File: src/focc_pkg.sv
// Shared widths, constants and types for the flow offset to RGB color pipeline.
// Used by every module of the block; depends on nothing.

package focc_pkg;

  // Width of one signed displacement field.
  localparam int unsigned OFFSET_BITS = 12;

  localparam int unsigned ABS_W   = OFFSET_BITS;            // |offset| up to 2^(W-1)
  localparam int unsigned L2_W    = 2 * OFFSET_BITS;        // squared length
  localparam int unsigned ROOT_W  = OFFSET_BITS + 16;       // isqrt(l2 * 2^32)
  localparam int unsigned SQREM_W = ROOT_W + 3;             // square root remainder
  localparam int unsigned XY_W    = OFFSET_BITS + 19;       // CORDIC x and y, signed
  localparam int unsigned Z_W     = 25;                     // angle accumulator, deg Q16
  localparam int unsigned ANG_W   = 15;                     // quadrant angle, deg Q8
  localparam int unsigned HUE_W   = 17;                     // hue, deg Q8
  localparam int unsigned S_W     = 17;                     // 0.16 fraction incl. 1.0
  localparam int unsigned F_W     = 16;                     // 0.16 fraction below 1.0
  localparam int unsigned QUO_BITS = 17;
  localparam int unsigned RAD_W   = 12;
  localparam int unsigned DREM_W  = RAD_W + 1;
  localparam int unsigned LVL_W   = 8;
  localparam int unsigned CH_W    = 8;
  localparam int unsigned PADDR_W = 3;
  localparam int unsigned PDATA_W = 32;
  localparam int unsigned NUM_W   = 20;                     // remainder * 64
  localparam int unsigned RCP_W   = 21;

  localparam int unsigned CORDIC_STEPS = 16;

  // Pipeline depths in register stages.
  localparam int unsigned LAT_ANGLE = CORDIC_STEPS + 3;
  localparam int unsigned LAT_SAT   = ROOT_W + QUO_BITS + 3;
  localparam int unsigned LAT_COLOR = 6;
  localparam int unsigned HUE_DLY   = LAT_SAT - LAT_ANGLE;
  localparam int unsigned LAT_TOTAL = LAT_SAT + LAT_COLOR + 1;

  localparam logic [Z_W-1:0] Z_MAX_DEG90 = 25'd5898240;
  localparam logic [Z_W-1:0] Z_HALF_LSB  = 25'd128;

  localparam logic [ANG_W-1:0] ANG_Q8_90 = 15'd23040;

  localparam logic [HUE_W-1:0] DEG_Q8_60  = 17'd15360;
  localparam logic [HUE_W-1:0] DEG_Q8_120 = 17'd30720;
  localparam logic [HUE_W-1:0] DEG_Q8_180 = 17'd46080;
  localparam logic [HUE_W-1:0] DEG_Q8_240 = 17'd61440;
  localparam logic [HUE_W-1:0] DEG_Q8_300 = 17'd76800;
  localparam logic [HUE_W-1:0] DEG_Q8_360 = 17'd92160;

  localparam logic [S_W-1:0] ONE_Q16 = 17'd65536;

  // floor(2^24 / 15): f = floor(rem * 64 / 15) with one correction step.
  localparam logic [RCP_W-1:0] RECIP_15 = 21'd1118481;
  localparam logic [NUM_W-1:0] FIFTEEN  = 20'd15;

  localparam logic [RAD_W-1:0] RADIUS_RESET = 12'd40;
  localparam logic [LVL_W-1:0] LEVEL_RESET  = 8'd204;

  // atan(2^-i) in degrees with 16 fraction bits.
  localparam logic [Z_W-1:0] ATAN_DEG_Q16 [CORDIC_STEPS] = '{
    25'd2949120, 25'd1740967, 25'd919879, 25'd466945,
    25'd234379,  25'd117304,  25'd58666,  25'd29335,
    25'd14668,   25'd7334,    25'd3667,   25'd1833,
    25'd917,     25'd458,     25'd229,    25'd115
  };

  typedef enum logic {
    REG_RADIUS = 1'b0,
    REG_LEVEL  = 1'b1
  } reg_idx_e;

  typedef enum logic [2:0] {
    SEC_RED_YELLOW   = 3'd0,
    SEC_YELLOW_GREEN = 3'd1,
    SEC_GREEN_CYAN   = 3'd2,
    SEC_CYAN_BLUE    = 3'd3,
    SEC_BLUE_MAGENTA = 3'd4,
    SEC_MAGENTA_RED  = 3'd5
  } sector_e;

  typedef struct packed {
    logic dx_neg;
    logic dy_neg;
    logic dx_zero;
    logic dy_zero;
  } quad_t;

endpackage

File: src/focc_color.sv
// Six-sector HSV to RGB conversion: sector split, hue fraction, products
// and channel selection. Depends on focc_pkg.

module focc_color (
  input  logic                       clk_i,
  input  logic                       rst_ni,
  input  logic                       vld_i,
  input  logic [focc_pkg::HUE_W-1:0] hue_i,
  input  logic [focc_pkg::S_W-1:0]   s_i,
  input  logic [focc_pkg::LVL_W-1:0] level_i,
  output logic                       vld_o,
  output logic [focc_pkg::CH_W-1:0]  red_o,
  output logic [focc_pkg::CH_W-1:0]  green_o,
  output logic [focc_pkg::CH_W-1:0]  blue_o
);
  import focc_pkg::*;

  logic [LAT_COLOR-1:0] vld_q;

  // Stage 0
  sector_e          sec0_q, sec0_d;
  logic [NUM_W-1:0] num0_q;
  logic [S_W-1:0]   s0_q;
  logic [HUE_W-1:0] base;
  logic [HUE_W-1:0] hrem;

  // Stage 1
  sector_e               sec1_q;
  logic [NUM_W-1:0]      num1_q;
  logic [F_W-1:0]        q0_q;
  logic [S_W-1:0]        s1_q;
  logic [NUM_W+RCP_W-1:0] rprod;

  // Stage 2
  sector_e          sec2_q;
  logic [F_W-1:0]   f_q;
  logic [S_W-1:0]   s2_q;
  logic [NUM_W-1:0] chk;

  // Stage 3
  sector_e              sec3_q;
  logic [S_W-1:0]       fs_q;
  logic [S_W-1:0]       s3_q;
  logic [F_W+S_W-1:0]   fprod;

  // Stage 4
  sector_e              sec4_q;
  logic [CH_W-1:0]      p_q, q_q, t_q, v_q;
  logic [LVL_W+S_W-1:0] pprod, qprod, tprod;

  // Stage 5
  logic [CH_W-1:0] red_q, green_q, blue_q;

  always_ff @(posedge clk_i or negedge rst_ni) begin
    if (!rst_ni) begin
      vld_q <= '0;
    end else begin
      vld_q <= {vld_q[LAT_COLOR-2:0], vld_i};
    end
  end

  always_comb begin
    if (hue_i >= DEG_Q8_300) begin
      sec0_d = SEC_MAGENTA_RED;
      base   = DEG_Q8_300;
    end else if (hue_i >= DEG_Q8_240) begin
      sec0_d = SEC_BLUE_MAGENTA;
      base   = DEG_Q8_240;
    end else if (hue_i >= DEG_Q8_180) begin
      sec0_d = SEC_CYAN_BLUE;
      base   = DEG_Q8_180;
    end else if (hue_i >= DEG_Q8_120) begin
      sec0_d = SEC_GREEN_CYAN;
      base   = DEG_Q8_120;
    end else if (hue_i >= DEG_Q8_60) begin
      sec0_d = SEC_YELLOW_GREEN;
      base   = DEG_Q8_60;
    end else begin
      sec0_d = SEC_RED_YELLOW;
      base   = '0;
    end
    hrem = hue_i - base;
  end

  // f = floor(rem * 2^16 / 15360) = floor(rem * 64 / 15).
  assign rprod = (NUM_W + RCP_W)'(num0_q) * (NUM_W + RCP_W)'(RECIP_15);
  assign chk   = num1_q - NUM_W'({q0_q, 4'h0}) + NUM_W'(q0_q);
  assign fprod = (F_W + S_W)'(f_q) * (F_W + S_W)'(s2_q);
  assign pprod = (LVL_W + S_W)'(level_i) * (LVL_W + S_W)'(ONE_Q16 - s3_q);
  assign qprod = (LVL_W + S_W)'(level_i) * (LVL_W + S_W)'(ONE_Q16 - fs_q);
  assign tprod = (LVL_W + S_W)'(level_i) * (LVL_W + S_W)'(ONE_Q16 - (s3_q - fs_q));

  always_ff @(posedge clk_i) begin
    sec0_q <= sec0_d;
    num0_q <= {hrem[NUM_W-7:0], 6'b000000};
    s0_q   <= s_i;

    sec1_q <= sec0_q;
    num1_q <= num0_q;
    q0_q   <= rprod[F_W+23:24];
    s1_q   <= s0_q;

    sec2_q <= sec1_q;
    f_q    <= (chk >= FIFTEEN) ? q0_q + F_W'(1) : q0_q;
    s2_q   <= s1_q;

    sec3_q <= sec2_q;
    fs_q   <= fprod[S_W+15:16];
    s3_q   <= s2_q;

    sec4_q <= sec3_q;
    p_q    <= pprod[CH_W+15:16];
    q_q    <= qprod[CH_W+15:16];
    t_q    <= tprod[CH_W+15:16];
    v_q    <= level_i;

    case (sec4_q)
      SEC_RED_YELLOW: begin
        red_q <= v_q; green_q <= t_q; blue_q <= p_q;
      end
      SEC_YELLOW_GREEN: begin
        red_q <= q_q; green_q <= v_q; blue_q <= p_q;
      end
      SEC_GREEN_CYAN: begin
        red_q <= p_q; green_q <= v_q; blue_q <= t_q;
      end
      SEC_CYAN_BLUE: begin
        red_q <= p_q; green_q <= q_q; blue_q <= v_q;
      end
      SEC_BLUE_MAGENTA: begin
        red_q <= t_q; green_q <= p_q; blue_q <= v_q;
      end
      default: begin
        red_q <= v_q; green_q <= p_q; blue_q <= q_q;
      end
    endcase
  end

  assign vld_o   = vld_q[LAT_COLOR-1];
  assign red_o   = red_q;
  assign green_o = green_q;
  assign blue_o  = blue_q;

endmodule

File: config.mk
export PLATFORM = sky130hd
export DESIGN_NAME = focc_color
export DESIGN_NICKNAME = d
export VERILOG_FILES = /design/src/focc_pkg.sv /design/src/focc_color.sv
export SDC_FILE = /design/constraint.sdc
export NUM_CORES = 2
export LEC_CHECK = 0
export ABC_AREA = 1
export BUFFER_PORTS_ARGS = -buffer_cell sky130_fd_sc_hd__buf_2
export CAP_MARGIN = 20
export CORE_MARGIN = 4
export CORE_UTILIZATION = 48
export DETAILED_ROUTE_END_ITERATION = 10
export GPL_ROUTABILITY_DRIVEN = 0
export PLACE_DENSITY = 0.69
export SLEW_MARGIN = 20
export SYNTH_ARGS = -nofsm -noshare
export SYNTH_HDL_FRONTEND = slang
export SYNTH_SLANG_ARGS = --single-unit
File: constraint.sdc
create_clock -name clk_i -period 9.5 [get_ports clk_i]
set_input_delay 0.95 -clock clk_i [delete_from_list [all_inputs] [get_ports clk_i]]
set_output_delay 0.95 -clock clk_i [all_outputs]
set_load 0.02 [all_outputs]
# Word level (Yosys, flattened, before mapping)
# Index checks and enable logic that the tools add are counted.
[totals] in_bits=45 ff_bits=222 wordCells=65 output_inout_bits=25
[op_classes] reduce_logical=6 mul=5 addsub=8 n_lt_le_gt_ge=6 mux=13 n_eq_ne=4
[op_table] operator="8-bit one-hot mux with 3 select lines" n=3
[op_table] operator="14-bit two-way mux" n=5
[op_table] operator="9-bit by 18-bit multiplier with 24-bit output" n=2
[op_table] operator="17-bit by 17-bit subtractor with 18-bit output (first input constant)" n=2
[op_table] operator="17-bit by 16-bit >= comparator with 1-bit output (second input constant)" n=2
[op_table] operator="14-bit by 21-bit multiplier with 34-bit output (second input constant)" n=1
[op_table] operator="16-bit by 17-bit multiplier with 33-bit output" n=1
[op_table] operator="9-bit by 19-bit multiplier with 24-bit output" n=1
[op_table] operator="20-bit by 16-bit adder with 20-bit output" n=1
[op_table] operator="20-bit by 4-bit >= comparator with 1-bit output (second input constant)" n=1
[op_table] operator="20-bit subtractor" n=1
[op_table] operator="18-bit by 18-bit subtractor with 19-bit output (first input constant)" n=1
[op_table] operator="17-bit by 17-bit subtractor with 18-bit output" n=1
[op_table] operator="17-bit by 14-bit >= comparator with 1-bit output (second input constant)" n=1
[op_table] operator="17-bit by 15-bit >= comparator with 1-bit output (second input constant)" n=1
[op_table] operator="17-bit >= comparator (second input constant)" n=1
[op_table] operator="16-bit by 1-bit adder with 16-bit output (second input constant)" n=1
[op_table] operator="16-bit two-way mux" n=1
[op_table] operator="14-bit subtractor" n=1
[op_table] operator="2-bit OR reduction" n=5
[op_table] operator="3-bit by 2-bit == test with 1-bit output (second input constant)" n=2
[op_table] operator="2-bit two-way mux" n=2
[op_table] operator="3-bit by 1-bit == test with 1-bit output (second input constant)" n=1
[op_table] operator="3-bit == test (second input constant)" n=1
[op_table] operator="other kinds (2)" n=3

# Longest topological paths before layout
[depth] ltp_word=7 ltp_mapped=40 ltp_nobuf=40

# Worst setup path after synthesis
# OpenSTA, ideal clock, no wires.
[synth_timing] kind="flip-flop to flip-flop" from="register s3_q[0]" to="register t_q[7]" synth_period_minus_slack_ns=6.534 setup_time_ns=0.109 n_path_buf=1 path_slack_ns=2.966 arrival_ns=6.425 path_stages_with_launch=37 cell_sequence="dfxtp_1 -> buf_2 -> inv_1 -> ha_1 -> fa_1 -> ha_1 -> inv_1 -> nor2_2 -> nand3_1 -> nor2_2 -> nand3_1 -> nor2_2 -> nand2_1 -> a21oi_2 -> inv_2 -> or3_4 -> xor2_2 -> inv_2 -> nand2_1 -> fa_1 -> inv_1 -> fa_1 -> fa_1 -> inv_1 -> fa_1 -> inv_1 -> ha_1 -> a21o_1 -> inv_1 -> o211a_1 -> nand3_1 -> a21o_1 -> a21o_1 -> xnor2_1 -> nand3_1 -> nand2_1 -> inv_1"
[synth_via] elab_chain_cells=3
[synth_lines] item="from (decl)" line_no="focc_color.sv:43" source="logic [S_W-1:0] s3_q;"
[synth_lines] item="from (signal assigned)" line_no="focc_color.sv:109" source="s3_q <= s2_q;"
[synth_lines] item="17-bit by 17-bit subtractor with 18-bit output" line_no="focc_color.sv:91" source="assign tprod = (LVL_W + S_W)'(level_i) * (LVL_W + S_W)'(ONE_Q16 - (s3_q - fs_q));"
[synth_lines] item="18-bit by 18-bit subtractor with 19-bit output" line_no="focc_color.sv:91"
[synth_lines] item="9-bit by 19-bit multiplier with 24-bit output" line_no="focc_color.sv:91"
[synth_lines] item="via tprod[23]" line_no="focc_color.sv:49" source="logic [LVL_W+S_W-1:0] pprod, qprod, tprod;"
[synth_lines] item="to (signal assigned)" line_no="focc_color.sv:114" source="t_q <= tprod[CH_W+15:16];"
[synth_lines] item="to (decl)" line_no="focc_color.sv:48" source="logic [CH_W-1:0] p_q, q_q, t_q, v_q;"
# The timed path passes the listed nets, and every way through them passes these cells.
# A chain may end at the register's enable or synchronous reset.

# Worst setup path in the final report
# Ends and elaborated chain as after synthesis.

==> flow_summary.yaml <==
floorplan:
  rows: 95
  dieArea_um2: 72700
  core_um2: 67500
  initial_core_util: 0.487
  io_pins: 70
  dieWidth_um: 270
  die_h_um: 270
drt:
  wire_per_inst_um: 15.2
  avgViaCountPerCell: 5.06
  drt_iter0_markers: 1525
  ant_nets: 0
  vias: 25599
  drc: 0
  firstDrtPassIters: 6
  finalWirelength_mm: 76.7
synth:
  synthArstFlopShare: 0.0270
  yosys_register_bits: 222
  synth-simple-area-share: 0.190
  synth-edff-count: 0
  synth_xor_area_frac: 0.0338
  synth_top_area_share: 0.330
  syn_inst: 4171
  seq_area_frac_synth: 0.136
  yosysUniqueCellTypes: 58
  ys_warn_count: 0
  synthAdderAreaFrac: 0.462
  ys_top_cells_by_area: "fa_1, ha_1, dfxtp_1, inv_1, nand2_1"
  netlist.top_cell.by_area: "fa_1"
  synth_top_family_by_area: "adder cells"
  synth_area_um2: 32900
  ys.flop_type: "dfxtp_1"
  synth_compound_area_frac: 0.0441
  synthMuxAreaShare: 0
  synth.avg_cell_area_um2: 7.88
  syn-num-nets: 5106
clocking:
  cts_tree: "yes"
  clock_latency_ns: 0.58
  cts_setup_buffers: 0
  cts_root_buffer: "clkbuf_16"
  h-tree-depth: 1
  cts_resized: 0
  cts_hold_buffers: 0
  clkSinkCount: 222
  numCtsBuffers: 27
  clkTransAtPathRegs_ns: 0.06
  cts_buffer_depth: 3
finish:
  final_cell_mix: "inv_1, nand2_1, fa_1, ha_1, nor2_1"
  layout_commonest_cell: "inv_1"
  syn2layout_area_growth_pct: 6.08
  layout.nets: 5100
  drive_above_1_share: 0.0433
global_route:
  grt_usage: 0.214
  met1_usage: 0.290
  antenna_found_initial: 1
  grt_overflow: 0
  grt_max_degree: 51
  busiest_layer: "met2"
  grt_pass1_wl_mm: 129
  grt_use_met2: 0.354
  met3_usage: 0.0327
  grt_pass1_vias: 26103
critical_path:
  cpMaxStageDelayCell: "dfxtp_1"
  worstSetupEndpointType: "flip-flop"
  cp_max_fo: 8
  crit_required_ns: 9.96
  cp_common_cell: "inv_1"
  worstSetupStartpointType: "flip-flop"
  cp.arrival_ns: 7.70
  crit_type: "flip-flop to flip-flop"
  critPathMaxStageDelay_ns: 0.55
sta:
  tns_ns: 0
  skew_ns: 0.0327
  drv_slew: 0
  grt_setup_unrepaired: "false"
  max_freq_mhz: 138
  fin_crit_sh: 0.762
  final.min_clock_period_ns: 7.24
  setup_viol: 0
  slew_headroom: 0.321
  tightest_slew_ns: 1.02
  hold_viol: 0
placed_design:
  io_buffers: 69
  dp_hpwl_mm: 62.3
job:
  maxCapViolations: 0
worst_hold_path:
  hp-class: "input port to async pin"
status:
  status: "complete, no violations"
==> layout make-up <==
cell class              count  area, um^2
diodes                      1        2.50
clock buffers              31         721
clock inverters            17         203
fillers                  6417       32600
inverters                1045        3920
multi-input cells        2786       24000
flip-flops and latches    222        4470
well taps                 873        1090
repair buffers             83         450
==> sequential cells by signal, indices dropped and copies added (netlist names), 14 cells and up <==
name,cells
num1_q,14
f_q,16
s1_q,17
num0_q,14
s0_q,17
s2_q,17
q0_q,16
s3_q,17
fs_q,17
==> kinds of logic (layout without fill, tap and decap cells) <==
group | after synthesis | after routing
adder cells (fa/ha/maj) | 890 | 890
other | 0 | 1
XOR/XNOR | 125 | 125
buffers and inverters | 1163 | 1176
AO/OA/AOI/OAI | 252 | 252
flip-flops | 222 | 222
AND/OR/NAND/NOR | 1519 | 1519
==> per-stage QoR <==
step	std cells	worst slack [ns]	hold slack [ns]	cell area, um^2	util
3_5_place_dp	5009	2.24	0.312	33900	0.503
6_report	5058	2.26	0.210	34900	0.517
3_3_place_gp	5009	2.45	0.310	33900	0.503
4_1_cts	5057	2.23	0.187	34900	0.516
5_1_grt	5057	1.70	0.212	34900	0.517
2_1_floorplan	4171	2.97	0.310	32900	-
==> routing by layer <==
layer	vias to the layer above	wire [um]
li1	12351	-
met1	12335	33800
met2	760	35000
met3	151	4990
met4	2	2870
met5	-	13
==> path summary, 6_finish.rpt <==
| check | start | end | slack (ns) | depth (start not counted) |
|---|---|---|---|---|
| max in group asynchronous | rst_ni | vld_q[4] | 9.15 | 1 |
| max | s3_q[0] | t_q[7] | 2.26 | 35 |
| min in group clk_i | s0_q[11] | s1_q[11] | 0.32 | 0 |
| max reg2reg | s3_q[0] | t_q[7] | 2.26 | 35 |
| min reg2reg | s0_q[11] | s1_q[11] | 0.32 | 0 |
| min | rst_ni | vld_q[1] | 0.21 | 1 |
==> critical path, delay by kind of cell, from the launching register on <==
family                   cells  cell delay, ns
AO/OA/AOI/OAI                3            0.42
XOR/XNOR                     2            0.33
adder cells (fa/ha/maj)      8            3.32
buffers and inverters        8            0.54
flip-flops                   1            0.55
AND/OR/NAND/NOR             14            1.98
==> Yosys cell counts, types with 61 or more instances <==
| cell type | n |
|---|---|
| nand3_1 | 84 |
| dfxtp_1 | 216 |
| nand4_1 | 66 |
| nand2_1 | 972 |
| fa_1 | 542 |
| nor2_1 | 309 |
| inv_1 | 1035 |
| xor2_1 | 78 |
| o21ai_0 | 61 |
| ha_1 | 348 |
| a21oi_1 | 118 |
| clkbuf_1 | 104 |
Power is not shown: default switching activity piles up to over one toggle a cycle in this logic, so the estimate is an artifact.
