## config.mk

```make
export PLATFORM = sky130hd
export DESIGN_NAME = focc_angle
export DESIGN_NICKNAME = d
export VERILOG_FILES = /design/src/focc_pkg.sv /design/src/focc_angle.sv
export SDC_FILE = /design/constraint.sdc
export NUM_CORES = 2
export LEC_CHECK = 0
export BUFFER_PORTS_ARGS = -buffer_cell sky130_fd_sc_hd__buf_2
export CELL_PAD_IN_SITES_DETAIL_PLACEMENT = 0
export CELL_PAD_IN_SITES_GLOBAL_PLACEMENT = 2
export CORE_UTILIZATION = 42
export CTS_BUF_LIST = sky130_fd_sc_hd__clkbuf_8
export CTS_CLUSTER_SIZE = 24
export DETAILED_ROUTE_END_ITERATION = 8
export PLACE_DENSITY = 0.8
export REMOVE_ABC_BUFFERS = 1
export SLEW_MARGIN = 20
export SYNTH_ARGS = -nofsm -noshare
export SYNTH_HDL_FRONTEND = slang
export SYNTH_SLANG_ARGS = --single-unit
```

## constraint.sdc

```tcl
create_clock -name clk_i -period 7.6 [get_ports clk_i]
set_clock_uncertainty 0.05 [all_clocks]
set_input_delay 1.52 -clock clk_i [delete_from_list [all_inputs] [get_ports clk_i]]
set_output_delay 1.52 -clock clk_i [all_outputs]
set_load 0.01 [all_outputs]
```

## src/focc_pkg.sv

```systemverilog
// Shared widths, constants and types for the flow offset to RGB color pipeline.
// Used by every module of the block; depends on nothing.

package focc_pkg;

  // Width of one signed displacement field.
  localparam int unsigned OFFSET_BITS = 12;

  localparam int unsigned ABS_W   = OFFSET_BITS;            // |offset| up to 2^(W-1)
  localparam int unsigned L2_W    = 2 * OFFSET_BITS;        // squared length
  localparam int unsigned ROOT_W  = OFFSET_BITS + 16;       // isqrt(l2 * 2^32)
  localparam int unsigned SQREM_W = ROOT_W + 3;             // square root remainder
  localparam int unsigned XY_W    = OFFSET_BITS + 19;       // CORDIC x and y, signed
  localparam int unsigned Z_W     = 25;                     // angle accumulator, deg Q16
  localparam int unsigned ANG_W   = 15;                     // quadrant angle, deg Q8
  localparam int unsigned HUE_W   = 17;                     // hue, deg Q8
  localparam int unsigned S_W     = 17;                     // 0.16 fraction incl. 1.0
  localparam int unsigned F_W     = 16;                     // 0.16 fraction below 1.0
  localparam int unsigned QUO_BITS = 17;
  localparam int unsigned RAD_W   = 12;
  localparam int unsigned DREM_W  = RAD_W + 1;
  localparam int unsigned LVL_W   = 8;
  localparam int unsigned CH_W    = 8;
  localparam int unsigned PADDR_W = 3;
  localparam int unsigned PDATA_W = 32;
  localparam int unsigned NUM_W   = 20;                     // remainder * 64
  localparam int unsigned RCP_W   = 21;

  localparam int unsigned CORDIC_STEPS = 16;

  // Pipeline depths in register stages.
  localparam int unsigned LAT_ANGLE = CORDIC_STEPS + 3;
  localparam int unsigned LAT_SAT   = ROOT_W + QUO_BITS + 3;
  localparam int unsigned LAT_COLOR = 6;
  localparam int unsigned HUE_DLY   = LAT_SAT - LAT_ANGLE;
  localparam int unsigned LAT_TOTAL = LAT_SAT + LAT_COLOR + 1;

  localparam logic [Z_W-1:0] Z_MAX_DEG90 = 25'd5898240;
  localparam logic [Z_W-1:0] Z_HALF_LSB  = 25'd128;

  localparam logic [ANG_W-1:0] ANG_Q8_90 = 15'd23040;

  localparam logic [HUE_W-1:0] DEG_Q8_60  = 17'd15360;
  localparam logic [HUE_W-1:0] DEG_Q8_120 = 17'd30720;
  localparam logic [HUE_W-1:0] DEG_Q8_180 = 17'd46080;
  localparam logic [HUE_W-1:0] DEG_Q8_240 = 17'd61440;
  localparam logic [HUE_W-1:0] DEG_Q8_300 = 17'd76800;
  localparam logic [HUE_W-1:0] DEG_Q8_360 = 17'd92160;

  localparam logic [S_W-1:0] ONE_Q16 = 17'd65536;

  // floor(2^24 / 15): f = floor(rem * 64 / 15) with one correction step.
  localparam logic [RCP_W-1:0] RECIP_15 = 21'd1118481;
  localparam logic [NUM_W-1:0] FIFTEEN  = 20'd15;

  localparam logic [RAD_W-1:0] RADIUS_RESET = 12'd40;
  localparam logic [LVL_W-1:0] LEVEL_RESET  = 8'd204;

  // atan(2^-i) in degrees with 16 fraction bits.
  localparam logic [Z_W-1:0] ATAN_DEG_Q16 [CORDIC_STEPS] = '{
    25'd2949120, 25'd1740967, 25'd919879, 25'd466945,
    25'd234379,  25'd117304,  25'd58666,  25'd29335,
    25'd14668,   25'd7334,    25'd3667,   25'd1833,
    25'd917,     25'd458,     25'd229,    25'd115
  };

  typedef enum logic {
    REG_RADIUS = 1'b0,
    REG_LEVEL  = 1'b1
  } reg_idx_e;

  typedef enum logic [2:0] {
    SEC_RED_YELLOW   = 3'd0,
    SEC_YELLOW_GREEN = 3'd1,
    SEC_GREEN_CYAN   = 3'd2,
    SEC_CYAN_BLUE    = 3'd3,
    SEC_BLUE_MAGENTA = 3'd4,
    SEC_MAGENTA_RED  = 3'd5
  } sector_e;

  typedef struct packed {
    logic dx_neg;
    logic dy_neg;
    logic dx_zero;
    logic dy_zero;
  } quad_t;

endpackage

```

## src/focc_angle.sv

```systemverilog
// Hue pipeline: 16-step vectoring CORDIC, rounding and quadrant mapping.
// Depends on focc_pkg.

module focc_angle (
  input  logic                       clk_i,
  input  logic                       rst_ni,
  input  logic                       vld_i,
  input  logic [focc_pkg::ABS_W-1:0] ax_i,
  input  logic [focc_pkg::ABS_W-1:0] ay_i,
  input  focc_pkg::quad_t            quad_i,
  output logic                       vld_o,
  output logic [focc_pkg::HUE_W-1:0] hue_o
);
  import focc_pkg::*;

  logic                    vld_q  [CORDIC_STEPS+1];
  logic signed [XY_W-1:0]  x_q    [CORDIC_STEPS+1];
  logic signed [XY_W-1:0]  y_q    [CORDIC_STEPS+1];
  logic        [Z_W-1:0]   z_q    [CORDIC_STEPS+1];
  quad_t                   quad_q [CORDIC_STEPS+1];

  logic             ang_vld_q;
  logic [ANG_W-1:0] ang_q, ang_d;
  quad_t            ang_quad_q;
  logic [HUE_W-1:0] hue_q, hue_d;
  logic             hue_vld_q;

  always_ff @(posedge clk_i or negedge rst_ni) begin
    if (!rst_ni) begin
      vld_q[0] <= 1'b0;
    end else begin
      vld_q[0] <= vld_i;
    end
  end

  always_ff @(posedge clk_i) begin
    x_q[0]    <= signed'({3'b000, ax_i, 16'h0000});
    y_q[0]    <= signed'({3'b000, ay_i, 16'h0000});
    z_q[0]    <= '0;
    quad_q[0] <= quad_i;
  end

  for (genvar i = 0; i < CORDIC_STEPS; i++) begin : g_step
    logic signed [XY_W-1:0] xs, ys;
    logic                   y_pos;

    assign xs    = x_q[i] >>> i;
    assign ys    = y_q[i] >>> i;
    assign y_pos = !y_q[i][XY_W-1] && (y_q[i] != '0);

    always_ff @(posedge clk_i or negedge rst_ni) begin
      if (!rst_ni) begin
        vld_q[i+1] <= 1'b0;
      end else begin
        vld_q[i+1] <= vld_q[i];
      end
    end

    always_ff @(posedge clk_i) begin
      quad_q[i+1] <= quad_q[i];
      if (y_pos) begin
        x_q[i+1] <= x_q[i] + ys;
        y_q[i+1] <= y_q[i] - xs;
        z_q[i+1] <= z_q[i] + ATAN_DEG_Q16[i];
      end else begin
        x_q[i+1] <= x_q[i] - ys;
        y_q[i+1] <= y_q[i] + xs;
        z_q[i+1] <= z_q[i] - ATAN_DEG_Q16[i];
      end
    end
  end

  // Clamp the accumulator to 0..90 degrees, then round half up to Q8.
  always_comb begin
    logic [Z_W-1:0] zc;
    logic [Z_W-1:0] zr;
    if (z_q[CORDIC_STEPS][Z_W-1]) begin
      zc = '0;
    end else if (z_q[CORDIC_STEPS] > Z_MAX_DEG90) begin
      zc = Z_MAX_DEG90;
    end else begin
      zc = z_q[CORDIC_STEPS];
    end
    zr = zc + Z_HALF_LSB;
    if (quad_q[CORDIC_STEPS].dx_zero) begin
      ang_d = ANG_Q8_90;
    end else if (quad_q[CORDIC_STEPS].dy_zero) begin
      ang_d = '0;
    end else begin
      ang_d = zr[ANG_W+7:8];
    end
  end

  always_comb begin
    logic [HUE_W-1:0] a;
    a = HUE_W'(ang_q);
    if (!ang_quad_q.dx_neg && !ang_quad_q.dy_neg) begin
      hue_d = a;
    end else if (!ang_quad_q.dy_neg) begin
      hue_d = DEG_Q8_180 - a;
    end else if (ang_quad_q.dx_neg) begin
      hue_d = DEG_Q8_180 + a;
    end else if (a == '0) begin
      hue_d = '0;
    end else begin
      hue_d = DEG_Q8_360 - a;
    end
  end

  always_ff @(posedge clk_i or negedge rst_ni) begin
    if (!rst_ni) begin
      ang_vld_q <= 1'b0;
      hue_vld_q <= 1'b0;
    end else begin
      ang_vld_q <= vld_q[CORDIC_STEPS];
      hue_vld_q <= ang_vld_q;
    end
  end

  always_ff @(posedge clk_i) begin
    ang_q      <= ang_d;
    ang_quad_q <= quad_q[CORDIC_STEPS];
    hue_q      <= hue_d;
  end

  assign vld_o = hue_vld_q;
  assign hue_o = hue_q;

endmodule

```

== After elaboration in Yosys (flattened, before gate mapping) ==
Memory sizes are Yosys's and may differ from the RTL's.
Cells that the tools add are included.
Widths: inputs -> output; s select.
Word-level totals
  word-level logic and storage cells: 333
  input port bits: 31
  memories: 4
  bits in writable memories: 1547
  register bits after elaboration: 53
Operators by class
  order comparisons: 1
  muxes and demuxes: 103
  add/sub/neg operators: 99
  reductions and logical operators: 53
  bitwise logic cells: 48
Memories
  x_q: words 17, width 31, rd ports 16, clocked after memory_dff 0, write ports 17, line focc_angle.sv:17  | logic signed [XY_W-1:0] x_q [CORDIC_STEPS+1];
  y_q: words 17, width 31, rd ports 16, clocked after memory_dff 0, write ports 17, line focc_angle.sv:18  | logic signed [XY_W-1:0] y_q [CORDIC_STEPS+1];
  z_q: words 17, width 25, rd ports 17, clocked after memory_dff 0, write ports 17, line focc_angle.sv:19  | logic [Z_W-1:0] z_q [CORDIC_STEPS+1];
  quad_q: words 17, width 4, rd ports 17, clocked after memory_dff 0, write ports 17, line focc_angle.sv:20  | quad_t quad_q [CORDIC_STEPS+1];
Operator list (count)
  $mux 31: 32
  $reduce_bool 31->1: 16
  $mux 25: 16
  $add 31x16->31: 2
  $add 31x17->31: 2
  $add 31x18->31: 2
  $add 31x19->31: 2
  $add 31x20->31: 2
  $add 31x21->31: 2
  $add 31x22->31: 2
  $add 31x23->31: 2
  $add 31x24->31: 2
  $add 31x25->31: 2
  $add 31x26->31: 2
  $add 31x27->31: 2
  $add 31x28->31: 2
  $add 31x29->31: 2
  $add 31x30->31: 2
  $sub 31x16->31: 2
  $sub 31x17->31: 2
  $sub 31x18->31: 2
  $sub 31x19->31: 2
  $sub 31x20->31: 2
  $sub 31x21->31: 2
  57 further kinds: 198

== Logic depth before layout (Yosys ltp) ==
An unclocked memory read counts as a cell.
  depth after elaboration: 6
  mapped depth: 26
  gate-level depth less buffers: 24

== Least setup slack after synthesis ==
OpenSTA, ideal clock, no wires.
  path type: reg2reg
  start point: memory y_q[6][9] (netlist name)
  end point: memory x_q[7][27] (netlist name)
  cell stages (with the launch flop): 25
  library setup time: 72 ps
  arrival time: 6217 ps
  path buffers: 2
  clock period less this slack: 6339 ps
  data required time: 7478 ps
  path slack: 1261 ps
  path through: dfxtp_1 > or4_4 > nor3_1 > nand2b_1 > or4_4 > or3_1 > or3_4 > nor4_4 > or2_1 > buf_6 > buf_6 > o21ai_0 > ha_1 > fa_1 > a21o_1 > a21oi_1 > o21a_1 > o311ai_0 > a2111oi_0 > o31ai_1 > a31oi_1 > o21ai_0 > a21o_1 > a21oi_1 > xnor2_1
RTL lines (line)
  start, declared: focc_angle.sv:18
  end, declared: focc_angle.sv:17

==> out/metrics.csv <==
stage,metric,value,unit
floorplan,row cnt,165,
floorplan,Core Area,202000,um2
global_routing,pin count of the biggest net entering global routing,46,
yosys,Post-Syn Area,85400,um2
finish,area delta synth->final,10.3,%
worst_setup_path,arrival time at the worst endpoint,7.95,ns
cts,Max Buffers Root-to-Sink,3,
yosys,sequential-to-total area share from yosys stat,29.4,%
cts,"Hold-fix buffers, CTS",0,
timing,worst-margin pin slew,1.10,ns
finish,Final Cell Area,94100,um2
job,maxcap violations,0,
cts,H-tree levels,4,
global_routing,busiest grt layer,met2,
global_routing,GRT met2 Usage,37.4,%
cts,clock latency on the worst-skew pair,1.00,ns
worst_setup_path,CP max stage delay,0.58,ns
yosys,cell count after synthesis,9902,
yosys,prevailing post-synth register cell,dfxtp_1,
placed_design,input/output buffers,48,
drt,routed len/inst,17.9,um
placed_design,gpl congestion,0.879,
global_routing,antenna violations before repair,5,
placed_design,pre-CTS setup slack,0.200,ns
outcome,status,"finished, final reports clean",
cts,Num CTS Buffers,223,
floorplan,starting density of the core,42.2,%
drt,DRT Pass-1 Iters,6,
global_routing,met1 Resource Use GR,29.7,%
timing,Fin. Hold Viols,0,
finish,Util after Layout,46.6,%
finish,Nets,11200,
timing,FMAX,141,MHz
yosys,yosys warns,0,
timing,PnR worst setup slack,0.499,ns
worst_setup_path,CP cell instances,or4_4 -> nor3_1 -> nand2b_1 -> or4_4 -> or3_1 -> or3_4 -> nor4_4 -> or2_2 -> buf_4 -> o21ai_0 -> xor2_1 -> ha_1 -> or3_1 -> o311a_1 -> o21ai_0 -> a21oi_1 -> nand2b_1 -> a2111oi_0 -> buf_4 -> nor2_1 -> a221oi_1 -> xnor2_1,
finish,fraction of layout cells with a size suffix above 1,5.52,%
yosys,"EDFF count, synth",0,
floorplan,Die ar.,205000,um2
placed_design,hpwl dp,187,mm
timing,endpoints failing setup,0,
global_routing,GR Layer Usage met3,2.78,%
yosys,Synth cell types,92,
placed_design,area post-placement,88800,um2
floorplan,IO Pins,49,
drt,DRT Wirelength,232,mm
finish,filler instances,19900,
cts,total clock sinks,1250,
global_routing,vias in the first global route,68800,
cts,setup fix buffers added after clock tree synthesis,0,
timing,Final Critical Period,7.10,ns
worst_setup_path,startpoint types,flip-flop,
cts,Post-CTS Resized,0,
floorplan,die width,453,um
floorplan,die height,453,um
global_routing,global-route wire length before repair,370,mm
global_routing,Total Routing Usage GR,22.2,%
drt,DR vias/cell,5.46,
timing,final slew viol count,0,
worst_setup_path,CP max stage cell,or4_4,
drt,ANT nets after route,0,
cts,Root Driver,clkbuf_8,
worst_setup_path,Crit path required time,8.45,ns
drt,initial DRC count,4337,
worst_setup_path,Worst setup EP type,flip-flop,
min_path,Hold WC Path Type,flip-flop to flip-flop,
global_routing,grt total ovfl,0,
timing,final hold slack,0.272,ns
worst_setup_path,crit path max fanout,19,
yosys,Synth Area per Inst,8.62,um2
cts,CTS tree,yes,
timing,Slew headroom,26.4,%
yosys,share of synthesized registers carrying an async set or reset,1.52,%
drt,DRC Markers,0,
timing,final worst-path cycle share,93.4,%
drt,Vias,70700,
cts,clk slew on worst S/H paths,0.06,ns
worst_setup_path,critical path type,flip-flop to flip-flop,
timing,RSZ-0062 raised after global routing,no,
yosys,number of synthesized register bits,1250,
==> cell usage after synthesis, types with 21 or more instances <==
| cell | number | share of area [%] |
|---|---|---|
| fa_1 | 37 | 0.87 |
| o21a_1 | 172 | 1.5 |
| dfxtp_1 | 1231 | 29 |
| a211o_1 | 21 | 0.22 |
| nand3_1 | 158 | 0.93 |
| a2111oi_0 | 26 | 0.27 |
| o211ai_1 | 50 | 0.44 |
| or4_1 | 51 | 0.45 |
| nor2b_1 | 161 | 1.2 |
| o21ai_0 | 534 | 3.1 |
| nand3b_1 | 21 | 0.18 |
| clkbuf_1 | 122 | 0.54 |
| xor2_1 | 445 | 4.6 |
| mux2i_1 | 46 | 0.54 |
| nor3_1 | 250 | 1.5 |
| xnor2_1 | 946 | 9.7 |
| or3_1 | 95 | 0.70 |
| nor3b_1 | 21 | 0.18 |
| nor2_1 | 772 | 3.4 |
| a31o_2 | 22 | 0.23 |
| a31oi_1 | 88 | 0.64 |
| a211oi_1 | 66 | 0.58 |
| inv_1 | 467 | 2.1 |
| o31ai_1 | 139 | 1.2 |
| and2_1 | 40 | 0.29 |
| or2_2 | 40 | 0.29 |
| o21bai_1 | 129 | 1.1 |
| nand2b_1 | 173 | 1.3 |
| nor4_1 | 102 | 0.75 |
| ha_1 | 1072 | 16 |
| o41ai_1 | 65 | 0.67 |
| a21o_1 | 323 | 2.8 |
| a21oi_1 | 923 | 5.4 |
| nand4_1 | 56 | 0.41 |
| a21boi_0 | 65 | 0.57 |
| and3_1 | 86 | 0.63 |
| nand2_1 | 552 | 2.4 |
==> sequential cells by signal, summed over array words and instances (netlist names) <==
signal / flops
hue_o: 17
quad_q: 68
z_q: 348
ang_q: 15
vld_o: 1
x_q: 368
ang_quad_q: 2
vld_q: 17
y_q: 413
ang_vld_q: 1
==> worst max-delay path: cells and delay by family, from the launching register on <==
kind,cells,cell delay [ns]
buf+inv,2,0.51
simple gates,11,3.58
flops,1,0.37
compound gates,6,1.92
xor+xnor,2,0.33
fa+ha+maj,1,0.23
==> metrics by stage <==
| stage | cells | setup TNS [ns] |
|---|---|---|
| after floorplan | 9789 | -0.250 |
| after global placement | 12500 | 0 |
| after detailed placement | 12500 | 0 |
| after CTS | 13000 | 0 |
| after global routing | 13000 | 0 |
| final | 13000 | 0 |
==> area by class of cell <==
type                       instances  area, um2  share of cell area, %
clock inverter                   130       1370                   1.45
antenna                            2       5.00                0.00532
timing repair buffer              87        533                  0.566
multi-input combinational       8059      58100                   61.7
inverter                         480       1800                   1.92
tap                             2672       3340                   3.55
sequential                      1250      25100                   26.7
clock buffer                     283       3890                   4.14
==> cell families after synthesis <==
| kind of cell | synth area share [%] |
|---|---|
| compound gates | 21.2 |
| mux | 0.566 |
| buf+inv | 2.81 |
| fa+ha+maj | 16.6 |
| other cells | 0.00439 |
| flops | 29.4 |
| xor+xnor | 14.3 |
| simple gates | 15.1 |
==> per-layer routing <==
metal / up-vias / share of wire (%)
met2: 1234 / 47
met5: - / 0
li1: 35900 / -
met4: 0 / 1.9
met3: 283 / 3.8
met1: 33300 / 48
==> worst paths after layout <==
kind | start | end | slack, ns | depth (start not counted)
worst max-delay path | y_q[6][9] | y_q[7][29] | 0.50 | 22
worst min-delay path | quad_q[1][23] | quad_q[1][27] | 0.27 | 0
worst max register to register | y_q[6][9] | y_q[7][29] | 0.50 | 22
worst min register to register | quad_q[1][23] | quad_q[1][27] | 0.27 | 0
max in group asynchronous | rst_ni | vld_q[9] | 6.80 | 1
min in group asynchronous | rst_ni | vld_q[10] | 0.41 | 1
==> layout by cell type (no fill, tap or decap), drive strengths merged, types with 88 or more instances in the layout <==
cell,count
clkbuf,283
nor3,250
ha,1072
nand3,158
xnor2,946
nor2b,161
a31oi,88
inv,533
a21o,323
nand2,552
o31ai,140
a21oi,923
o21a,172
xor2,445
o21ai,546
nand2b,173
nor4,105
dfxtp,1231
nor2,773
o21bai,129
or3,96
Power is left out: the tool's default activity adds up to more than one toggle a clock period on the data nets, which glitch-free logic cannot reach.
