`config.mk`:
```
export PLATFORM = sky130hd
export DESIGN_NAME = focc_sat
export DESIGN_NICKNAME = d
export VERILOG_FILES = /design/src/focc_pkg.sv /design/src/focc_sat.sv
export SDC_FILE = /design/constraint.sdc
export NUM_CORES = 2
export LEC_CHECK = 0
export BUFFER_PORTS_ARGS = -buffer_cell sky130_fd_sc_hd__buf_2
export CAP_MARGIN = 30
export CELL_PAD_IN_SITES_DETAIL_PLACEMENT = 1
export CELL_PAD_IN_SITES_GLOBAL_PLACEMENT = 2
export CORE_MARGIN = 2
export CORE_UTILIZATION = 38
export CTS_CLUSTER_SIZE = 16
export DETAILED_ROUTE_END_ITERATION = 10
export PLACE_DENSITY = 0.82
export SLEW_MARGIN = 20
export SYNTH_ARGS = -nofsm -noshare
export SYNTH_HDL_FRONTEND = slang
export SYNTH_SLANG_ARGS = --single-unit
```
`constraint.sdc`:
```
create_clock -name clk_i -period 3.45 [get_ports clk_i]
set_input_delay 0.69 -clock clk_i [delete_from_list [all_inputs] [get_ports clk_i]]
set_output_delay 0.69 -clock clk_i [all_outputs]
set_load 0.005 [all_outputs]
```
`src/focc_pkg.sv`:
```
// Shared widths, constants and types for the flow offset to RGB color pipeline.
// Used by every module of the block; depends on nothing.

package focc_pkg;

  // Width of one signed displacement field.
  localparam int unsigned OFFSET_BITS = 12;

  localparam int unsigned ABS_W   = OFFSET_BITS;            // |offset| up to 2^(W-1)
  localparam int unsigned L2_W    = 2 * OFFSET_BITS;        // squared length
  localparam int unsigned ROOT_W  = OFFSET_BITS + 16;       // isqrt(l2 * 2^32)
  localparam int unsigned SQREM_W = ROOT_W + 3;             // square root remainder
  localparam int unsigned XY_W    = OFFSET_BITS + 19;       // CORDIC x and y, signed
  localparam int unsigned Z_W     = 25;                     // angle accumulator, deg Q16
  localparam int unsigned ANG_W   = 15;                     // quadrant angle, deg Q8
  localparam int unsigned HUE_W   = 17;                     // hue, deg Q8
  localparam int unsigned S_W     = 17;                     // 0.16 fraction incl. 1.0
  localparam int unsigned F_W     = 16;                     // 0.16 fraction below 1.0
  localparam int unsigned QUO_BITS = 17;
  localparam int unsigned RAD_W   = 12;
  localparam int unsigned DREM_W  = RAD_W + 1;
  localparam int unsigned LVL_W   = 8;
  localparam int unsigned CH_W    = 8;
  localparam int unsigned PADDR_W = 3;
  localparam int unsigned PDATA_W = 32;
  localparam int unsigned NUM_W   = 20;                     // remainder * 64
  localparam int unsigned RCP_W   = 21;

  localparam int unsigned CORDIC_STEPS = 16;

  // Pipeline depths in register stages.
  localparam int unsigned LAT_ANGLE = CORDIC_STEPS + 3;
  localparam int unsigned LAT_SAT   = ROOT_W + QUO_BITS + 3;
  localparam int unsigned LAT_COLOR = 6;
  localparam int unsigned HUE_DLY   = LAT_SAT - LAT_ANGLE;
  localparam int unsigned LAT_TOTAL = LAT_SAT + LAT_COLOR + 1;

  localparam logic [Z_W-1:0] Z_MAX_DEG90 = 25'd5898240;
  localparam logic [Z_W-1:0] Z_HALF_LSB  = 25'd128;

  localparam logic [ANG_W-1:0] ANG_Q8_90 = 15'd23040;

  localparam logic [HUE_W-1:0] DEG_Q8_60  = 17'd15360;
  localparam logic [HUE_W-1:0] DEG_Q8_120 = 17'd30720;
  localparam logic [HUE_W-1:0] DEG_Q8_180 = 17'd46080;
  localparam logic [HUE_W-1:0] DEG_Q8_240 = 17'd61440;
  localparam logic [HUE_W-1:0] DEG_Q8_300 = 17'd76800;
  localparam logic [HUE_W-1:0] DEG_Q8_360 = 17'd92160;

  localparam logic [S_W-1:0] ONE_Q16 = 17'd65536;

  // floor(2^24 / 15): f = floor(rem * 64 / 15) with one correction step.
  localparam logic [RCP_W-1:0] RECIP_15 = 21'd1118481;
  localparam logic [NUM_W-1:0] FIFTEEN  = 20'd15;

  localparam logic [RAD_W-1:0] RADIUS_RESET = 12'd40;
  localparam logic [LVL_W-1:0] LEVEL_RESET  = 8'd204;

  // atan(2^-i) in degrees with 16 fraction bits.
  localparam logic [Z_W-1:0] ATAN_DEG_Q16 [CORDIC_STEPS] = '{
    25'd2949120, 25'd1740967, 25'd919879, 25'd466945,
    25'd234379,  25'd117304,  25'd58666,  25'd29335,
    25'd14668,   25'd7334,    25'd3667,   25'd1833,
    25'd917,     25'd458,     25'd229,    25'd115
  };

  typedef enum logic {
    REG_RADIUS = 1'b0,
    REG_LEVEL  = 1'b1
  } reg_idx_e;

  typedef enum logic [2:0] {
    SEC_RED_YELLOW   = 3'd0,
    SEC_YELLOW_GREEN = 3'd1,
    SEC_GREEN_CYAN   = 3'd2,
    SEC_CYAN_BLUE    = 3'd3,
    SEC_BLUE_MAGENTA = 3'd4,
    SEC_MAGENTA_RED  = 3'd5
  } sector_e;

  typedef struct packed {
    logic dx_neg;
    logic dy_neg;
    logic dx_zero;
    logic dy_zero;
  } quad_t;

endpackage

```
`src/focc_sat.sv`:
```
// Saturation pipeline: squared length, digit-by-digit square root and
// restoring division by the radius. Depends on focc_pkg.

module focc_sat (
  input  logic                       clk_i,
  input  logic                       rst_ni,
  input  logic                       vld_i,
  input  logic [focc_pkg::ABS_W-1:0] ax_i,
  input  logic [focc_pkg::ABS_W-1:0] ay_i,
  input  logic [focc_pkg::RAD_W-1:0] radius_i,
  output logic                       vld_o,
  output logic [focc_pkg::S_W-1:0]   s_o
);
  import focc_pkg::*;

  logic                 sq_vld_q [ROOT_W+1];
  logic [L2_W-1:0]      l2_q     [ROOT_W+1];
  logic [SQREM_W-1:0]   rem_q    [1:ROOT_W];
  logic [ROOT_W-1:0]    root_q   [1:ROOT_W];

  logic                 dv_vld_q [QUO_BITS+1];
  logic                 ovf_q    [QUO_BITS+1];
  logic [QUO_BITS-1:0]  num_q    [QUO_BITS+1];
  logic [DREM_W-1:0]    drem_q   [QUO_BITS+1];
  logic [QUO_BITS-1:0]  quo_q    [QUO_BITS+1];

  logic [RAD_W-1:0]     rad;
  logic [ROOT_W-1:0]    root_fin;
  logic                 ovf_d;
  logic                 s_vld_q;
  logic [S_W-1:0]       s_q, s_d;

  assign rad = (radius_i == '0) ? RAD_W'(1) : radius_i;

  always_ff @(posedge clk_i or negedge rst_ni) begin
    if (!rst_ni) begin
      sq_vld_q[0] <= 1'b0;
    end else begin
      sq_vld_q[0] <= vld_i;
    end
  end

  always_ff @(posedge clk_i) begin
    l2_q[0] <= L2_W'(ax_i * ax_i) + L2_W'(ay_i * ay_i);
  end

  // One result bit per stage; the radicand is l2 followed by 32 zero bits.
  for (genvar k = 0; k < ROOT_W; k++) begin : g_sqrt
    logic [2*ROOT_W-1:0] rad_full;
    logic [SQREM_W-1:0]  rem_in, rem_sh, trial;
    logic [ROOT_W-1:0]   root_in;

    if (k == 0) begin : g_first
      assign rem_in  = '0;
      assign root_in = '0;
    end else begin : g_next
      assign rem_in  = rem_q[k];
      assign root_in = root_q[k];
    end

    assign rad_full = {l2_q[k], 32'h0};
    assign rem_sh   = {rem_in[SQREM_W-3:0], rad_full[2*ROOT_W-1-2*k -: 2]};
    assign trial    = {1'b0, root_in, 2'b01};

    always_ff @(posedge clk_i or negedge rst_ni) begin
      if (!rst_ni) begin
        sq_vld_q[k+1] <= 1'b0;
      end else begin
        sq_vld_q[k+1] <= sq_vld_q[k];
      end
    end

    always_ff @(posedge clk_i) begin
      l2_q[k+1] <= l2_q[k];
      if (rem_sh >= trial) begin
        rem_q[k+1]  <= rem_sh - trial;
        root_q[k+1] <= {root_in[ROOT_W-2:0], 1'b1};
      end else begin
        rem_q[k+1]  <= rem_sh;
        root_q[k+1] <= {root_in[ROOT_W-2:0], 1'b0};
      end
    end
  end

  // A quotient of 2^17 or more saturates, so only 17 quotient bits are formed.
  assign root_fin = root_q[ROOT_W];
  assign ovf_d = (RAD_W + ROOT_W + QUO_BITS)'(root_fin) >=
                 (RAD_W + ROOT_W + QUO_BITS)'({rad, {QUO_BITS{1'b0}}});

  always_ff @(posedge clk_i or negedge rst_ni) begin
    if (!rst_ni) begin
      dv_vld_q[0] <= 1'b0;
    end else begin
      dv_vld_q[0] <= sq_vld_q[ROOT_W];
    end
  end

  always_ff @(posedge clk_i) begin
    ovf_q[0]  <= ovf_d;
    num_q[0]  <= root_fin[QUO_BITS-1:0];
    drem_q[0] <= DREM_W'(root_fin >> QUO_BITS);
    quo_q[0]  <= '0;
  end

  for (genvar j = 0; j < QUO_BITS; j++) begin : g_div
    logic [DREM_W-1:0] rem_sh;
    logic              ge;

    assign rem_sh = {drem_q[j][DREM_W-2:0], num_q[j][QUO_BITS-1-j]};
    assign ge     = rem_sh >= {1'b0, rad};

    always_ff @(posedge clk_i or negedge rst_ni) begin
      if (!rst_ni) begin
        dv_vld_q[j+1] <= 1'b0;
      end else begin
        dv_vld_q[j+1] <= dv_vld_q[j];
      end
    end

    always_ff @(posedge clk_i) begin
      ovf_q[j+1]  <= ovf_q[j];
      num_q[j+1]  <= num_q[j];
      drem_q[j+1] <= ge ? rem_sh - {1'b0, rad} : rem_sh;
      quo_q[j+1]  <= {quo_q[j][QUO_BITS-2:0], ge};
    end
  end

  assign s_d = (ovf_q[QUO_BITS] || (quo_q[QUO_BITS] > ONE_Q16)) ? ONE_Q16
                                                                : quo_q[QUO_BITS];

  always_ff @(posedge clk_i or negedge rst_ni) begin
    if (!rst_ni) begin
      s_vld_q <= 1'b0;
    end else begin
      s_vld_q <= dv_vld_q[QUO_BITS];
    end
  end

  always_ff @(posedge clk_i) begin
    s_q <= s_d;
  end

  assign vld_o = s_vld_q;
  assign s_o   = s_q;

endmodule

```
# After elaboration in Yosys (flattened, before gate mapping)
# Memory sizes are Yosys's and may differ from the RTL's.
# Cells that the tools add are included.
op_classes:
  bitwise_logic: 56
  addsub: 46
  reduce_logical: 2
  n_mux: 158
  magnitude_cmp: 47
  multipliers: 2
ops:
  columns: ["op", "count"]
  rows:
  - ["$mux W31", 28]
  - ["$ge A31 B30 Y1", 27]
  - ["$sub A31 B30 Y31", 27]
  - ["$mux W28", 28]
  - ["$ge A13 B12 Y1", 17]
  - ["$mux W13", 17]
  - ["$sub A13 B12 Y13", 17]
  - ["$mux W1", 84]
  - ["$or A1 B1 Y1", 56]
  - ["$mul A12 B12 Y24", 2]
  - ["$ge A28 B29 Y1", 1]
  - ["$add A24 B24 Y24", 1]
  - ["$gt A17 B17 Y1 const B", 1]
  - ["$logic_not A12 Y1", 1]
  - ["$mux W12", 1]
  - ["$sub A2 B1 Y3 const B", 1]
  - ["$ge A2 B1 Y1 const B", 1]
  - ["$logic_or A1 B1 Y1", 1]
word_totals:
  n_memories: 7
  output_inout_bits: 18
  register_bits: 65
  in_bits: 39
  ram_bits: 3212
  elab_cells: 367
memory_table:
  columns: ["name", "depth", "width", "read_ports", "rd_ports_with_merged_regs", "wr", "line", "text"]
  rows:
  - ["rem_q", 28, 31, 27, 0, 28, "focc_sat.sv:18", "logic [SQREM_W-1:0] rem_q [1:ROOT_W];"]
  - ["root_q", 28, 28, 28, 0, 28, "focc_sat.sv:19", "logic [ROOT_W-1:0] root_q [1:ROOT_W];"]
  - ["l2_q", 29, 24, 28, 0, 29, "focc_sat.sv:17", "logic [L2_W-1:0] l2_q [ROOT_W+1];"]
  - ["num_q", 18, 17, 17, 0, 18, "focc_sat.sv:23", "logic [QUO_BITS-1:0] num_q [QUO_BITS+1];"]
  - ["quo_q", 18, 17, 18, 0, 18, "focc_sat.sv:25", "logic [QUO_BITS-1:0] quo_q [QUO_BITS+1];"]
  - ["drem_q", 18, 13, 17, 0, 18, "focc_sat.sv:24", "logic [DREM_W-1:0] drem_q [QUO_BITS+1];"]
  - ["1 more memories", null, null, null, null, null, null, null]

# Depth between registers and ports, before layout
# An unclocked memory read counts as a cell.
depth:
  ltp_word: 5
  depth_mapped: 25
  ltp_nobuf: 24

# Least setup slack after synthesis
# Ideal clock, no wire load.
synth_timing:
  path_kind: "input-to-reg"
  from: "in ay_i[8] in the netlist's numbering"
  to: "mem l2_q[0][23] in the netlist's numbering"
  t_required_ns: 3.378
  setup_ns: 0.072
  path_buffers: 1
  setup_slack_ns: -3.101
  t_arrival_ns: 6.479
  stages: 25
  cell_sequence: "clkbuf_1 -> inv_1 -> nor2_1 -> inv_1 -> fa_1 -> inv_1 -> fa_1 -> inv_1 -> fa_1 -> inv_1 -> fa_1 -> fa_1 -> fa_1 -> inv_1 -> fa_1 -> inv_1 -> ha_1 -> a21oi_1 -> nor2b_1 -> o21ai_0 -> a31oi_1 -> a221oi_1 -> nand2_1 -> a21oi_1 -> xnor2_1"
synth_lines:
  columns: ["element", "line", "text"]
  rows:
  - ["start: declaration", "focc_sat.sv:9", "input logic [focc_pkg::ABS_W-1:0] ay_i,"]
  - ["end: declaration", "focc_sat.sv:17", null]

==> summary.txt <==
nets - 10200
Worst R2R Start - rem_q[0][324]
layout cell share with drive strength beyond 1 - 14.37%
TritonRoute pass-1 iters - 5
endpoints failing setup - 19
R2R cell count - 9
crit path launch - ax_i[4]
top post-synthesis cells by area - dfxtp_1 (43%), ha_1 (11%), fa_1 (5.4%), inv_1 (4.0%), xnor2_1 (3.8%)
Hold Path Class - in2reg
Finished Layout Cells - 12350
power after layout - 0.1082 W
Crit Path Class - in2reg
most frequent cells in the layout - dfxtp_1 (1833), inv_1 (873), ha_1 (702)
CTS Sinks - 1881
final worst-path cycle share - 162.6%
Layout area overhead - 18.59%
main flop type after synthesis - dfxtp_1
area leader, netlist - dfxtp_1
FF/Latch Area - 0.03790 mm²
r2r setup slk - 120 ps
normalized max-slew margin - 54.20%
Overflow after GRT - 0
CP Capture Type - flop
# DRC - 0
clock buffer depth - 3
worst setup slack after layout - -2159 ps
Max-cap violations - 0
num rows - 173
Mapped Area - 0.08513 mm²
Worst IR Drop VDD - 2.334 mV
Yosys warnings - 0
f_max - 178.3 MHz
Mapped Cells - 8619
Port Buffer Count - 56
Clock Latency Late Sink - 840 ps
syn_nets - 9614
clock buffer count from CTS - 198
EDFF count, synth - 0
failing checks - negative setup slack
Boundary Pins - 57
area of the die - 0.2278 mm²
Avg Vias per Cell - 4.950
worst hold endpoint - l2_q[0][0]
largest net degree at the start of global routing - 49
DRT iter0 DRCs - 2248
Routed WL per cell - 17.03 µm
HP Start - ay_i[0]
area of the multi-input gates - 0.04435 mm²
fillcell total - 24860
most common cell after layout, fill and taps aside - dfxtp_1
Core Area - 0.2225 mm²
Max Slew Vio Count - 0
Post-Route WL - 210400 µm
clk slew on worst S/H paths - 60 ps
post-synth top area share - 43.10%
Crit path required time - 4160 ps
status - complete, but fails checks
WP data arrival - 6320 ps
root buf cell - clkbuf_16
register area share after synthesis - 44.51%
die width - 477.3 µm
detailed-route via count - 61140
Critical Path Start Type - primary input
Fin. Hold Viols - 0
initial antenna violation count - 4
H-Tree Depth - 4
Die H - 477.3 µm
RePlAce Congestion - 0.8686
initial cell density of the core - 38.26%
Post-Place Cells - 11950
Max FO, Critical Path - 7
pre-CTS WS - -3176 ps
Fin Hold WS - 283.3 ps
mean cell area of the mapped netlist - 9.877 µm²
Setup Skew - 48.00 ps
leakage power - 47.71 nW
vias in the first global route - 66120
RSZ-0062 raised after global routing - yes
FF-to-FF End - rem_q[0][357]
Final HPWL DP - 163000 µm
TNS Setup - -29810 ps
TritonCTS clock tree - done
Synth cell types - 87
Final min period - 5609 ps
Yosys reg bits - 1881
pwr dens - 1071 mW/mm²
GRT Resource Usage Total - 18.37%
first-pass GRT wire length - 346000 µm
Routed Antenna Nets - 0
WHS Path Cells - 3
Slew @ Worst Pin - 680.7 ps
Post-synth ARST share - 2.552%
kinds of logic after synthesis:
group / Yosys count / share of synthesized area, %
DFF: 1881 / 44.51
AOI/OAI and AO/OA: 1618 / 11.72
xor gates and xnor gates: 699 / 7.191
buffers and inverters: 1068 / 4.732
adders and majority gates: 956 / 16.08
muxes: 261 / 3.383
and+or+nand+nor: 2135 / 12.38
other: 1 / 0.004405
cells in the mapped netlist, types with 19 or more instances:
cell,instances
a211o_1,26
a211oi_1,44
a21boi_0,33
a21o_1,192
a21oi_1,463
a221oi_1,23
a31oi_1,50
and2_1,110
and3_1,40
buf_1,19
clkbuf_1,130
dfrtp_1,48
dfxtp_1,1833
fa_1,230
ha_1,726
inv_1,908
mux2_2,214
mux2i_1,47
nand2_1,623
nand2b_1,90
nand3_1,99
nand4_1,60
nor2_1,458
nor2b_1,116
nor3_1,199
nor4_1,91
o211ai_1,25
o21a_1,81
o21ai_0,466
o21bai_1,49
o31ai_1,56
or2_2,30
or3_1,86
or4_1,49
xnor2_1,368
xor2_1,331
timing repair:
action                                 CTS  global route
hold buffers                             2             0
setup buffers                           17            17
gates resized for setup                126           135
endpoints found under the hold margin   10             0
pin swaps                               80            73
setup endpoints to repair               72           181
power breakdown:
group | leakage, nW | internal, W | switching, W
registers | 15.8 | 0.0294 | 0.00477
logic | 28.6 | 0.0265 | 0.0255
clock network | 3.33 | 0.0131 | 0.00891
flip-flops by register name, summed over array words and instances (netlist names):
name,count
vld_o,1
num_q,153
dv_vld_q,18
quo_q,153
rem_q,743
ovf_q,18
drem_q,203
l2_q,156
sq_vld_q,29
s_o,17
root_q,390
metrics by stage:
| step | cell area [µm²] | utilization, % |
|---|---|---|
| floorplan | 85850 | - |
| global placement | 92860 | 41.73 |
| global route | 101000 | 45.37 |
| finish | 101000 | 45.37 |
| detailed placement | 92860 | 41.73 |
| CTS | 100300 | 45.08 |
worst max path at each step:
| stage | slack [ps] | endpoint | depth (start not counted) |
|---|---|---|---|
| floorplan | -2560 | l2_q[0][20] | 24 |
| global placement | -3050 | l2_q[0][21] | 21 |
| detailed placement | -3180 | l2_q[0][21] | 21 |
| CTS | -2060 | l2_q[0][21] | 22 |
| global route | -2260 | l2_q[0][20] | 24 |
| finish | -2160 | l2_q[0][20] | 24 |
final cells by class:
| class | count | area share (%) |
|---|---|---|
| multi-input combinational | 5670 | 43.93 |
| antenna | 2 | 0.004957 |
| clock buffer | 280 | 5.624 |
| sequential | 1881 | 37.53 |
| clock inverter | 86 | 1.175 |
| tap | 2975 | 3.687 |
| timing repair buffer | 548 | 4.656 |
| inverter | 910 | 3.391 |
routing by layer:
metal	track usage, %	part of all wire, %	vias to the layer above
met5	0	0	-
li1	-	-	30380
met4	4.938	2.3	0
met3	2.377	2.6	321
met2	32.10	49	628
met1	23.72	46	29810
worst max-delay path, cell delays in order:
cell and delay, ps:
buf_8 110, buf_12 130, nand2_4 70, inv_2 40
fa_1 490, inv_2 40, fa_1 490, fa_1 530
fa_1 570, inv_2 40, fa_1 500, fa_1 500
inv_1 50, fa_1 490, inv_2 50, ha_4 270
buf_6 100, nand2_4 40, o21a_4 240, o211ai_1 330
a31oi_1 170, o21bai_1 190, a21oi_2 80, xnor2_1 120
Note: power is estimated with default switching activity, not from simulation.
